File: config.mk
export PLATFORM = sky130hd
export DESIGN_NAME = cbfd_div
export DESIGN_NICKNAME = d
export VERILOG_FILES = /design/src/rtl/cubic_bezier_forward_difference_defines.svh /design/src/rtl/cbfd_pkg.sv /design/src/rtl/cbfd_div.sv
export SDC_FILE = /design/constraint.sdc
export NUM_CORES = 1
export LEC_CHECK = 0
export ABC_AREA = 0
export BUFFER_PORTS_ARGS = -buffer_cell sky130_fd_sc_hd__buf_2
export CAP_MARGIN = 5
export CORE_MARGIN = 2
export CORE_UTILIZATION = 50
export CTS_BUF_LIST = sky130_fd_sc_hd__clkbuf_8
export CTS_CLUSTER_SIZE = 20
export DETAILED_ROUTE_END_ITERATION = 10
export PLACE_DENSITY = 0.78
export REMOVE_ABC_BUFFERS = 1
export SETUP_SLACK_MARGIN = 0.2
export SYNTH_ARGS = -nofsm -noshare
export SYNTH_HDL_FRONTEND = slang
export SYNTH_SLANG_ARGS = --single-unit
File: constraint.sdc
create_clock -name clk -period 3.5 [get_ports clk]
set_input_delay 0.35 -clock clk [delete_from_list [all_inputs] [get_ports clk]]
set_output_delay 0.35 -clock clk [all_outputs]
set_load 0.005 [all_outputs]
File: src/rtl/cubic_bezier_forward_difference_defines.svh
// Assertion macros for the curve point generator.
`ifndef CUBIC_BEZIER_FORWARD_DIFFERENCE_DEFINES_SVH
`define CUBIC_BEZIER_FORWARD_DIFFERENCE_DEFINES_SVH

// same-cycle implication
`define CBFD_ASSERT_IMP(name, lhs, rhs, msg) \
    name: assert property (@(posedge clk) disable iff (!rst_n) (lhs) |-> (rhs)) else $error(msg);

// next-cycle implication
`define CBFD_ASSERT_NEXT(name, lhs, rhs, msg) \
    name: assert property (@(posedge clk) disable iff (!rst_n) (lhs) |=> (rhs)) else $error(msg);

`endif

File: src/rtl/cbfd_pkg.sv
package cbfd_pkg;

    localparam int ACC_W           = 64;
    localparam int CFG_W           = 6;
    localparam int MAX_SEGMENTS_DEF = 63;
    localparam int COORD_BITS_DEF  = 32;
    localparam int FRAC_BITS_DEF   = 16;
    localparam logic [CFG_W-1:0] SEG_COUNT_RESET = CFG_W'(8);

    typedef struct packed {
        logic busy;
        logic done;
    } div_stat_t;

    typedef enum logic [5:0] {
        S_IDLE  = 6'b000001,
        S_CUBE  = 6'b000010,
        S_DIV   = 6'b000100,
        S_WAIT  = 6'b001000,
        S_FINAL = 6'b010000,
        S_EMIT  = 6'b100000
    } state_t;

endpackage

File: src/rtl/cbfd_div.sv
module cbfd_div #(
    parameter int DEN_W = 18
) (
    input  logic                      clk,
    input  logic                      rst_n,
    input  logic                      start,
    input  logic [cbfd_pkg::ACC_W-1:0] dividend,
    input  logic [DEN_W-1:0]          divisor,
    output logic [cbfd_pkg::ACC_W-1:0] quotient,
    output cbfd_pkg::div_stat_t       stat
);
    import cbfd_pkg::*;

    localparam int CNT_W = $clog2(ACC_W + 1);

    logic [ACC_W-1:0] quo_reg, quo_next;
    logic [DEN_W-1:0] rem_reg, rem_next;
    logic [CNT_W-1:0] cnt_reg, cnt_next;
    logic             busy_reg, busy_next;
    logic             done_reg, done_next;
    logic [DEN_W:0]   trial;
    logic             fits;

    // one quotient bit per cycle, restoring
    always_comb
    begin
        trial     = {rem_reg, quo_reg[ACC_W-1]};
        fits      = trial >= {1'b0, divisor};
        quo_next  = quo_reg;
        rem_next  = rem_reg;
        cnt_next  = cnt_reg;
        busy_next = busy_reg;
        done_next = 1'b0;
        if (start)
        begin
            quo_next  = dividend;
            rem_next  = '0;
            cnt_next  = CNT_W'(ACC_W);
            busy_next = 1'b1;
        end
        else if (busy_reg)
        begin
            rem_next = fits ? DEN_W'(trial - {1'b0, divisor}) : trial[DEN_W-1:0];
            quo_next = {quo_reg[ACC_W-2:0], fits};
            cnt_next = cnt_reg - CNT_W'(1);
            if (cnt_reg == CNT_W'(1))
            begin
                busy_next = 1'b0;
                done_next = 1'b1;
            end
        end
    end

    always_ff @(posedge clk or negedge rst_n)
    begin
        if (!rst_n)
        begin
            cnt_reg  <= '0;
            busy_reg <= 1'b0;
            done_reg <= 1'b0;
        end
        else
        begin
            cnt_reg  <= cnt_next;
            busy_reg <= busy_next;
            done_reg <= done_next;
        end
    end

    always_ff @(posedge clk)
    begin
        quo_reg <= quo_next;
        rem_reg <= rem_next;
    end

    assign quotient  = quo_reg;
    assign stat.busy = busy_reg;
    assign stat.done = done_reg;

endmodule
==> metrics.md, run 1 <==
| Metric | Value |
|---|---|
| Vias in the first global route | 4130 |
| Tot GR Track Use | 22.4% |
| Min Hold Slack | 274 ps |
| Finished Layout Cells | 719 |
| Max frequency | 372 MHz |
| Vias | 4006 |
| Slowest-stage cell, CP | fa_1 |
| Worst Reg-to-Reg Cells | 10 |
| WHS Path Cells | 2 |
| Post-route minimum period | 2690 ps |
| Number of synthesized flops with an enable pin | 64 |
| Setup Buffers After CTS | 0 |
| Top cell by count, worst path | inv_1 |
| Detailed Route Iter0 Violations | 210 |
| Gate power share | 21.6% |
| Critical Path Stages | 10 |
| Input/output buffers | 150 |
| Area grow syn2layout | 20.1% |
| Drt total wl | 12000 um |
| Max VDD drop | 0.246 mV |
| Worst-path cell chain | inv_1, ha_1, inv_1, fa_1, a211oi_1, o21ai_1, a221o_1, o41a_1, a22oi_1, o31ai_1 |
| Placeable Area | 0.00982 sq mm |
| Slew Limit Fails | 0 |
| Min-delay src | dividend[10] |
| Int Pwr | 0.00197 W |
| Sink Count | 91 |
| Sequential area share after synthesis | 49.4% |
| Final Cycle Share | 76.8% |
| CP Launch Type | flip-flop |
| Initial antenna violation count | 1 |
| Synth Area in Adders | 5.32% |
| Die Wd | 105 um |
| Mapped Area | 0.00508 sq mm |
| H-tree levels | 3 |
| DIE HEIGHT | 105 um |
| Crit path kind | reg2reg |
| Ys async rst share | 9.89% |
| Avg WL per Cell | 16.7 um |
| Worst-case clock buffer depth | 2 |
| Post-synth top flop | edfxtp_1 |
| TritonCTS buffer count | 9 |
| Hpwl dp | 8820 um |
| Crit-path max cell delay | 420 ps |
| Xor-xnor portion of the synthesized cell area | 2.76% |
| Worst Hold Class | in2reg |
| Pre-antenna DRT Iters | 4 |
| Hold Violations, Final | 0 |
| Syn Area/Cell | 11.6 sq um |
| Starting Density | 51.7% |
| Synth unique cells | 66 |
| Fillers | 827 |
| CP delay by family, top | compound AO/OA/AOI/OAI gates |
| R2R Path Start | quotient[63] |
| Required time worst endpoint | 3740 ps |
| I/O pin count | 151 |
| Worst Path Arrival | 2930 ps |
| Register clock-pin slew on the reported worst setup and hold paths | 110 ps |
| Share of cells above drive strength 1 | 42.2% |
| Worst Path Buf+Inv | 2 |
| Maximum Capacitance Violations | 0 |
| Psw | 0.000796 W |
| Post-CTS sizing | 0 |
| First-pass GRT wire length | 19700 um |
| Setup tns final | 0 ps |
| Core Rows | 36 |
| Worst Setup End Kind | flip-flop |
| RSZ-0062 raised after global routing | false |
| Via/cell ratio | 5.57 |
| Clk_skew | 19.5 ps |
| Synth Register Bits | 91 |
| Mux cell area share after synthesis | 14.4% |
| Clk_lat worst skew | 370 ps |
| Largest net degree at the start of global routing | 74 |
| Die ar. | 0.0110 sq mm |
| Post-Synth Simple-Gate Area | 9.93% |
| Reg2Reg Setup Slack | 810 ps |
| Sw Share | 28.8% |
| N_diodes | 0 |
| Post-placement cell count | 702 |
| Multi-input gate area | 0.00233 sq mm |
| # setup viols final | 0 |
| Slew HR | 42.3% |
| Mapped Cells | 438 |
| GRT overflow | 0 |
| Syn. warnings | 0 |
| Antenna-violating nets left | 0 |
| Hold path endpoint | quotient[10] |
| CTS Hold Bufs | 1 |
| Leading area contributor after synthesis | edfxtp_1 |
| Slew of the pin with the lowest slew margin | 865 ps |
| Worst R2R End | rem_reg[14] |
| Residual DRC count | 0 |
| Number of flip-flops in the largest register | 64 |
| RePlAce Congestion | 0.971 |
| Seq pwr share | 51.4% |
| Clock power share | 27.1% |
| Synth Area in Compound Gates | 13.5% |
| Largest family of logic cells by synthesized area | multiplexers |
| Dominant cells by area after synthesis | edfxtp_1 38%, mux2_2 14%, dfxtp_1 7.1% |
| Worst Path Max Fanout | 5 |
| Final net count | 687 |
| PD cells | 454 mW/mm^2 |
| Root buf cell | clkbuf_8 |
| TritonCTS clock tree | done |
| Register Area | 0.00251 sq mm |
| Top cell type's share of synthesized area | 37.9% |
| Status | complete, no violations |
| Lkg Pwr | 2.63 nW |
[layout make-up]
class | instances | area share, %
well taps | 133 | 2.73
flip-flops and latches | 91 | 41.1
clock inverters | 7 | 1.33
multi-input cells | 298 | 38.2
inverters | 26 | 1.60
clock buffers | 9 | 2.03
repair buffers | 155 | 13.0
[cell usage in the layout, fill, tap and decap left out, types with 11 or more instances in the layout]
cell      Yosys  layout
mux2_2       64      64
nor3_1       11      11
nand2_1      33      33
a21oi_1      22      22
ha_1         20      20
inv_1        26      25
o211ai_1     11      11
buf_2         1     150
dfxtp_1      18      18
edfxtp_1     64      64
xnor2_1      13      13
nor2_1       24      24
[Yosys cell counts, drive strengths merged (4+ instances only)]
cell	n
edfxtp	64
mux2	64
nand2	36
inv	26
nor2	24
a21oi	23
ha	20
dfxtp	18
buf	16
o21ai	16
xnor2	13
nor3	12
o211ai	12
dfrtp	9
and2	7
clkbuf	7
a211oi	4
a21o	4
a41oi	4
nand3	4
o21a	4
o31ai	4
[power by group through the flow]
| stage | logic [W] | clock network (W) | registers [W] |
|---|---|---|---|
| floorplan | 0.000339 | 0 | 0.00144 |
| global placement | 0.000581 | 0 | 0.00144 |
| detailed placement | 0.000593 | 0 | 0.00144 |
| CTS | 0.000598 | 0.000764 | 0.00142 |
| global route | 0.000660 | 0.000812 | 0.00144 |
| finish | 0.000596 | 0.000749 | 0.00142 |
[through the flow]
| stage | total power, W | utilization [%] | setup slack (ps) | area, sq um |
|---|---|---|---|---|
| floorplan | 0.00178 | - | 963 | 4940 |
| global placement | 0.00202 | 59.9 | 901 | 5880 |
| detailed placement | 0.00204 | 59.9 | 798 | 5880 |
| CTS | 0.00279 | 62.1 | 817 | 6100 |
| global route | 0.00292 | 62.1 | 659 | 6100 |
| finish | 0.00277 | 62.1 | 814 | 6100 |
[worst max-delay path by stage]
stage	start	to
after floorplan	busy_reg	rem_reg[2]
after global placement	quotient[63]	rem_reg[14]
after detailed placement	divisor[14]	quotient[0]
after CTS	quotient[63]	rem_reg[14]
after global routing	quotient[63]	rem_reg[14]
final	quotient[63]	rem_reg[14]
[per-layer routing]
metal | GRT usage (%) | vias to the layer above | share of wire [%]
met5 | 0 | - | 0
met4 | 9.52 | 0 | 2.8
met3 | 7.61 | 31 | 8.0
met2 | 36.6 | 142 | 48
met1 | 27.0 | 1898 | 42
li1 | - | 1935 | -
[cell families after synthesis]
group,after synthesis
and+or+nand+nor,103
AOI/OAI and AO/OA,93
DFF,91
muxes,65
buffers and inverters,49
adders and majority gates,21
xor gates and xnor gates,16
Note: power is estimated with default switching activity, not from simulation.
==> run 2, diff against run 1 <==
==> constraint.sdc (replaced) <==
create_clock -name clk -period 2.5 [get_ports clk]
set_input_delay 0.25 -clock clk [delete_from_list [all_inputs] [get_ports clk]]
set_output_delay 0.25 -clock clk [all_outputs]
set_load 0.005 [all_outputs]
==> run 2 against run 1 <==
  * Maximum frequency grew 16%
  * Clock-buffer cell count unchanged
  * Routed wire length is 6.5% higher
  * Highest routed layer unchanged
  * Sequential power up 40%
==> metrics.md, run 2 (synthesis gave the netlist of run 1 again) <==
| Metric | Value |
|---|---|
| PD cells | 601 mW/mm^2 (+33%) |
| Root buf cell | clkbuf_8 |
| Lkg Pwr | 2.73 nW (+3.4%) |
| Worst Hold Class | in2reg |
| Final Cycle Share | 92.9% (+16 points) |
| Clock power share | 24.1% (-3.0 points) |
| Clk_skew | 9.97 ps (-9.49 ps) |
| Vias in the first global route | 4222 (+2.2%) |
| GRT overflow | 0 (unchanged) |
| Min-delay src | dividend[40] |
| Slew HR | 66.7% (+24 points) |
| Setup tns final | 0 ps (unchanged) |
| Gate power share | 23.5% (+1.9 points) |
| Core Rows | 36 (unchanged) |
| Int Pwr | 0.00267 W (+36%) |
| Avg WL per Cell | 17.4 um (+3.9%) |
| Post-route minimum period | 2320 ps (-363 ps) |
| Worst Path Max Fanout | 2 (-3) |
| Crit. Startpoint | quotient[63] |
| CP Launch Type | flip-flop |
| Pre-CTS WS | 16.3 ps (-781 ps) |
| Hold Violations, Final | 0 (unchanged) |
| Hpwl dp | 9100 um (+3.2%) |
| R2R Path Start | quotient[63] |
| Pre-antenna DRT Iters | 5 (+1) |
| Final net count | 705 (+2.6%) |
| Maximum Capacitance Violations | 0 (unchanged) |
| Slew Limit Fails | 0 (unchanged) |
| N_diodes | 0 (unchanged) |
| Share of cells above drive strength 1 | 46.7% (+4.5 points) |
| Register clock-pin slew on the reported worst setup and hold paths | 100 ps (about the same) |
| Slew of the pin with the lowest slew margin | 499 ps (-366 ps) |
| Residual DRC count | 0 (unchanged) |
| Sw Share | 29.6% (+0.78 points) |
| First-pass GRT wire length | 19900 um (+0.98%) |
| Seq pwr share | 52.5% (+1.1 points) |
| Number of flip-flops in the largest register | 64 (unchanged) |
| Status | complete, no violations |
| Design area | 0.00631 sq mm (+3.5%) |
| Largest net degree at the start of global routing | 66 (-11%) |
| Reg2Reg Setup Slack | 180 ps (-640 ps) |
| RePlAce Congestion | 0.927 (-4.6%) |
| H-tree levels | 3 (unchanged) |
| Placed cell areas | 0.00597 sq mm (+1.5%) |
| DIE HEIGHT | 105 um (unchanged) |
| Via/cell ratio | 5.63 (+1.0%) |
| Worst Path Arrival | 2570 ps (-360 ps) |
| # setup viols final | 0 (unchanged) |
| Worst-case clock buffer depth | 2 (unchanged) |
| Die ar. | 0.0110 sq mm (unchanged) |
| Input/output buffers | 150 (unchanged) |
| Finished Layout Cells | 737 (+2.5%) |
| Detailed Route Iter0 Violations | 199 (-5.2%) |
| Clk_lat worst skew | 360 ps (about the same) |
| Max VDD drop | 0.438 mV (+78%) |
| Drt total wl | 12800 um (+6.5%) |
| TritonCTS buffer count | 9 (unchanged) |
| Required time worst endpoint | 2740 ps (-1000 ps) |
| Post-layout util | 64.3% (+2.2 points) |
| RSZ-0062 raised after global routing | true |
| Vias | 4149 (+3.6%) |
| Post-placement cell count | 712 (+1.4%) |
| Crit path kind | reg2reg |
| Final Worst Setup Slack | 177 ps (-637 ps) |
| Worst Setup End Kind | flip-flop |
| Commonest non-fill, non-tap cell in the layout | buf_2 |
| Commonest non-fill, non-tap cells in the layout | 150 x buf_2, 64 x mux2_2, 64 x edfxtp_1 |
| Antenna-violating nets left | 0 (unchanged) |
| Placeable Area | 0.00982 sq mm (unchanged) |
| Psw | 0.00112 W (+41%) |
| Die Wd | 105 um (unchanged) |
| Area grow syn2layout | 24.3% |
| I/O pin count | 151 (unchanged) |
| Initial antenna violation count | 0 (-1) |
| Sink Count | 91 (unchanged) |
| Max frequency | 430 MHz (+16%) |
| Tot GR Track Use | 23.0% (+0.54 points) |
| TritonCTS clock tree | done |
| Starting Density | 51.7% (unchanged) |
==> run 2: final timing paths <==
check / cells after the start / endpoint
max in group asynchronous: 2 / cnt_reg[5]
min in group asynchronous: 2 / busy_reg
hold / removal: 2 / quotient[40]
setup / recovery: 10 / rem_reg[14]
setup reg to reg: 10 / rem_reg[14]
hold reg to reg: 2 / rem_reg[2]
==> run 2: power by group through the flow <==
stage	Clock (W)	Combinational [W]	Sequential [W]
2_1_floorplan	0	0.000474	0.00202
3_3_place_gp	0	0.000825	0.00201
3_5_place_dp	0	0.000849	0.00202
4_1_cts	0.000933	0.000864	0.00199
5_1_grt	0.000988	0.000985	0.00202
6_report	0.000913	0.000890	0.00199
==> run 2: area by class of cell <==
class,instances,area [sq um]
flip-flops and latches,91,2510
inverters,26,97.6
multi-input cells,299,2440
well taps,133,166
clock inverters,7,45.0
clock buffers,9,124
fillers,813,3510
repair buffers,172,935
==> run 2: timing repair <==
action,4_1_cts,5_1_grt
endpoints found under the hold margin,9,0
buffers inserted,1,6
pin swaps,0,7
endpoints found under the setup margin,3,18
gates cloned,0,1
hold buffers,1,0
resized for setup,3,25
==> run 2: worst max-delay path, stage by stage, from the launching register on <==
cell	delay (ps)
edfxtp_1	400
inv_2	90
ha_4	130
inv_2	30
fa_2	350
a211oi_2	200
o21ai_2	90
a221o_1	360
o41a_1	320
a22oi_1	150
o31ai_1	90
==> run 2: metrics by stage <==
step	hold slack, ps	total power, W
6_report	177	0.00379
5_1_grt	172	0.00399
4_1_cts	166	0.00379
3_5_place_dp	116	0.00287
3_3_place_gp	114	0.00283
2_1_floorplan	-45.6	0.00249
==> run 2: metal layers <==
layer  up-vias  GRT usage, %  share of wire [%]  routed length [um]
li1       1959             -                  -                   -
met1      1966          26.3                 39                5000
met2       193          39.9                 50                6350
met3        31          5.68                8.7                1110
met4         0          11.3                2.8                 357
met5         -             0                  0                   0
==> run 3, diff against run 2 <==
--- a/config.mk
+++ b/config.mk
@@ -14,7 +14,7 @@
 export CTS_CLUSTER_SIZE = 20
 export DETAILED_ROUTE_END_ITERATION = 10
 export PLACE_DENSITY = 0.78
-export REMOVE_ABC_BUFFERS = 1
+export RECOVER_POWER = 100
 export SETUP_SLACK_MARGIN = 0.2
 export SYNTH_ARGS = -nofsm -noshare
 export SYNTH_HDL_FRONTEND = slang
==> run 3 against run 2 <==
  * The run now ends with capacitance limit left
  * Highest routed layer unchanged
  * Sequential power hardly changed
  * Global-route usage grew 0.61 points
  * Worst hold slack improved by 14 ps
  * Register-to-register slack worse by 40 ps
  * Die area unchanged
  * Non-clock buffer count rose by 1
  * Critical endpoint unchanged
  * Cell area fell by 1.6%
  * Maximum frequency shrank 1.9%
  * First-iteration DRC count fell by 3.0%
  * Sequential share of layout area increased by 0.66 points
==> metrics.md, run 3 (synthesis gave the netlist of run 1 again) <==
| Metric | Value |
|---|---|
| Min-delay src | dividend[39] |
| Lkg Pwr | 2.59 nW (-5.1%) |
| Crit path kind | reg2reg |
| Worst Path Max Fanout | 2 (unchanged) |
| Min Hold Slack | 191 ps (+13.9 ps) |
| Status | finished with violations |
| Hold path endpoint | quotient[39] |
| Input/output buffers | 150 (unchanged) |
| Setup tns final | 0 ps (unchanged) |
| TritonCTS buffer count | 9 (unchanged) |
| Area grow syn2layout | 22.3% |
| Die Wd | 105 um (unchanged) |
| Worst Hold Class | in2reg |
| Drt total wl | 13000 um (+1.1%) |
| GRT overflow | 0 (unchanged) |
| Core Rows | 36 (unchanged) |
| Maximum Capacitance Violations | 1 (+1) |
| Vias | 4102 (-1.1%) |
| Worst-case clock buffer depth | 2 (unchanged) |
| WHS Path Cells | 2 (unchanged) |
| Clk_skew | 10.3 ps (+0.320 ps) |
| First-pass GRT wire length | 20500 um (+3.1%) |
| Int Pwr | 0.00264 W (-1.3%) |
| Avg WL per Cell | 17.6 um (+1.2%) |
| DIE HEIGHT | 105 um (unchanged) |
| Vias in the first global route | 4195 (-0.64%) |
| Die ar. | 0.0110 sq mm (unchanged) |
| Sw Share | 29.6% (about the same) |
| Required time worst endpoint | 2740 ps (about the same) |
| Reg2Reg Setup Slack | 130 ps (-40 ps) |
| Slew Limit Fails | 0 (unchanged) |
| Share of cells above drive strength 1 | 37.5% (-9.2 points) |
| Detailed Route Iter0 Violations | 193 (-3.0%) |
| PD cells | 603 mW/mm^2 (+0.40%) |
| Hold Violations, Final | 0 (unchanged) |
| Register clock-pin slew on the reported worst setup and hold paths | 90 ps (about the same) |
| Residual DRC count | 0 (unchanged) |
| Placeable Area | 0.00982 sq mm (unchanged) |
| Via/cell ratio | 5.57 (-1.0%) |
| Finished Layout Cells | 736 (-0.14%) |
| RSZ-0062 raised after global routing | true |
| Placed cell areas | 0.00600 sq mm (+0.46%) |
| RePlAce Congestion | 0.878 (-5.2%) |
| Design area | 0.00621 sq mm (-1.6%) |
| Commonest non-fill, non-tap cell in the layout | buf_2 |
| H-tree levels | 3 (unchanged) |
| Sink Count | 91 (unchanged) |
| Max frequency | 422 MHz (-1.9%) |
| Register Area | 0.00251 sq mm (unchanged) |
| I/O pin count | 151 (unchanged) |
| Starting Density | 51.7% (unchanged) |
| Post-route minimum period | 2370 ps (+44.1 ps) |
| Slew HR | 0.323% (-66 points) |
| # setup viols final | 0 (unchanged) |
| N_diodes | 0 (unchanged) |
| Pwr Total | 0.00375 W (-1.2%) |
| Psw | 0.00111 W (-1.2%) |
| Hpwl dp | 9420 um (+3.6%) |
| Number of flip-flops in the largest register | 64 (unchanged) |
| Initial antenna violation count | 0 (unchanged) |
| Largest net degree at the start of global routing | 64 (-3.0%) |
| Commonest non-fill, non-tap cells in the layout | 102 x buf_2, 64 x edfxtp_1, 63 x mux2_2 |
| Worst Path Arrival | 2610 ps (+40 ps) |
| Multi-input gate area | 0.00242 sq mm (-0.82%) |
| Max VDD drop | 0.454 mV (+3.6%) |
| Seq pwr share | 53.2% (+0.7 points) |
| Slew of the pin with the lowest slew margin | 1500 ps (+996 ps) |
| Final Cycle Share | 94.7% (+1.8 points) |
| Failing checks | capacitance limit |
| Fillers | 870 (+7.0%) |
| Antenna-violating nets left | 0 (unchanged) |
| Clock power share | 23.5% (-0.6 points) |
| Worst R2R End | rem_reg[14] |
| Post-synth net total | 544 |
| Gate power share | 23.3% (-0.2 points) |
| Worst Reg-to-Reg Cells | 10 (unchanged) |
| TritonCTS clock tree | done |
| Post-placement cell count | 712 (unchanged) |
| Final net count | 705 (unchanged) |
| Tot GR Track Use | 23.6% (+0.61 points) |
| Clk_lat worst skew | 360 ps (about the same) |
| Worst Setup End Kind | flip-flop |
| R2R Path Start | quotient[63] |
| Root buf cell | clkbuf_8 |
| CP Launch Type | flip-flop |
| Pre-antenna DRT Iters | 4 (-1) |
==> run 3: routing by layer <==
layer  share of wire [%]  vias up  GRT usage [%]
met5                   0        -              0
met4                 2.2        0           9.81
met3                 7.4       19           5.86
met2                  51      159           40.4
met1                  39     1958           28.2
li1                    -     1966              -
==> run 3: metrics by stage <==
| step | util, % | worst slack, ps |
|---|---|---|
| global placement | 61.1 | 139 |
| global route | 63.2 | 51.9 |
| floorplan | - | 214 |
| CTS | 63.1 | 157 |
| finish | 63.2 | 133 |
| detailed placement | 61.1 | 62.1 |
==> run 3: critical path, stage by stage (launching register included) <==
cell and delay [ps]:
edfxtp_1 410, inv_2 90, ha_4 130, inv_2 40
fa_2 340, a211oi_2 230, o21ai_2 110, a221o_1 330
o41a_1 320, a22oi_1 170, o31ai_1 80
==> run 3: repair_timing <==
action                                  in CTS  in global routing
hold buffers                                 1                  0
endpoints found under the setup margin       3                 13
endpoints found under the hold margin        9                  0
gates resized for setup                      2                 21
pin swaps                                    3                  7
setup buffers                                3                  5
==> run 3: layout make-up <==
cell class / count / share of cell area [%]
clock inverters: 6 / 0.544
multi-input cells: 298 / 38.9
clock buffers: 9 / 2.00
inverters: 26 / 1.59
flip-flops and latches: 91 / 40.4
repair buffers: 173 / 13.9
well taps: 133 / 2.68
==> run 3: how the worst max path moves through the flow <==
| stage | from | end | depth (start not counted) |
|---|---|---|---|
| after floorplan | quotient[63] | rem_reg[14] | 10 |
| final | quotient[63] | rem_reg[14] | 10 |
| after detailed placement | quotient[63] | rem_reg[14] | 10 |
| after CTS | quotient[63] | rem_reg[14] | 10 |
| after global routing | quotient[63] | rem_reg[14] | 10 |
| after global placement | quotient[63] | rem_reg[14] | 10 |
==> run 3: power by group through the flow <==
stage | Clock (W) | Sequential, W | Combinational [W]
6_report | 0.000879 | 0.00199 | 0.000872
5_1_grt | 0.000955 | 0.00203 | 0.000959
4_1_cts | 0.000901 | 0.00199 | 0.000879
3_5_place_dp | 0 | 0.00202 | 0.000865
3_3_place_gp | 0 | 0.00201 | 0.000834
2_1_floorplan | 0 | 0.00201 | 0.000514
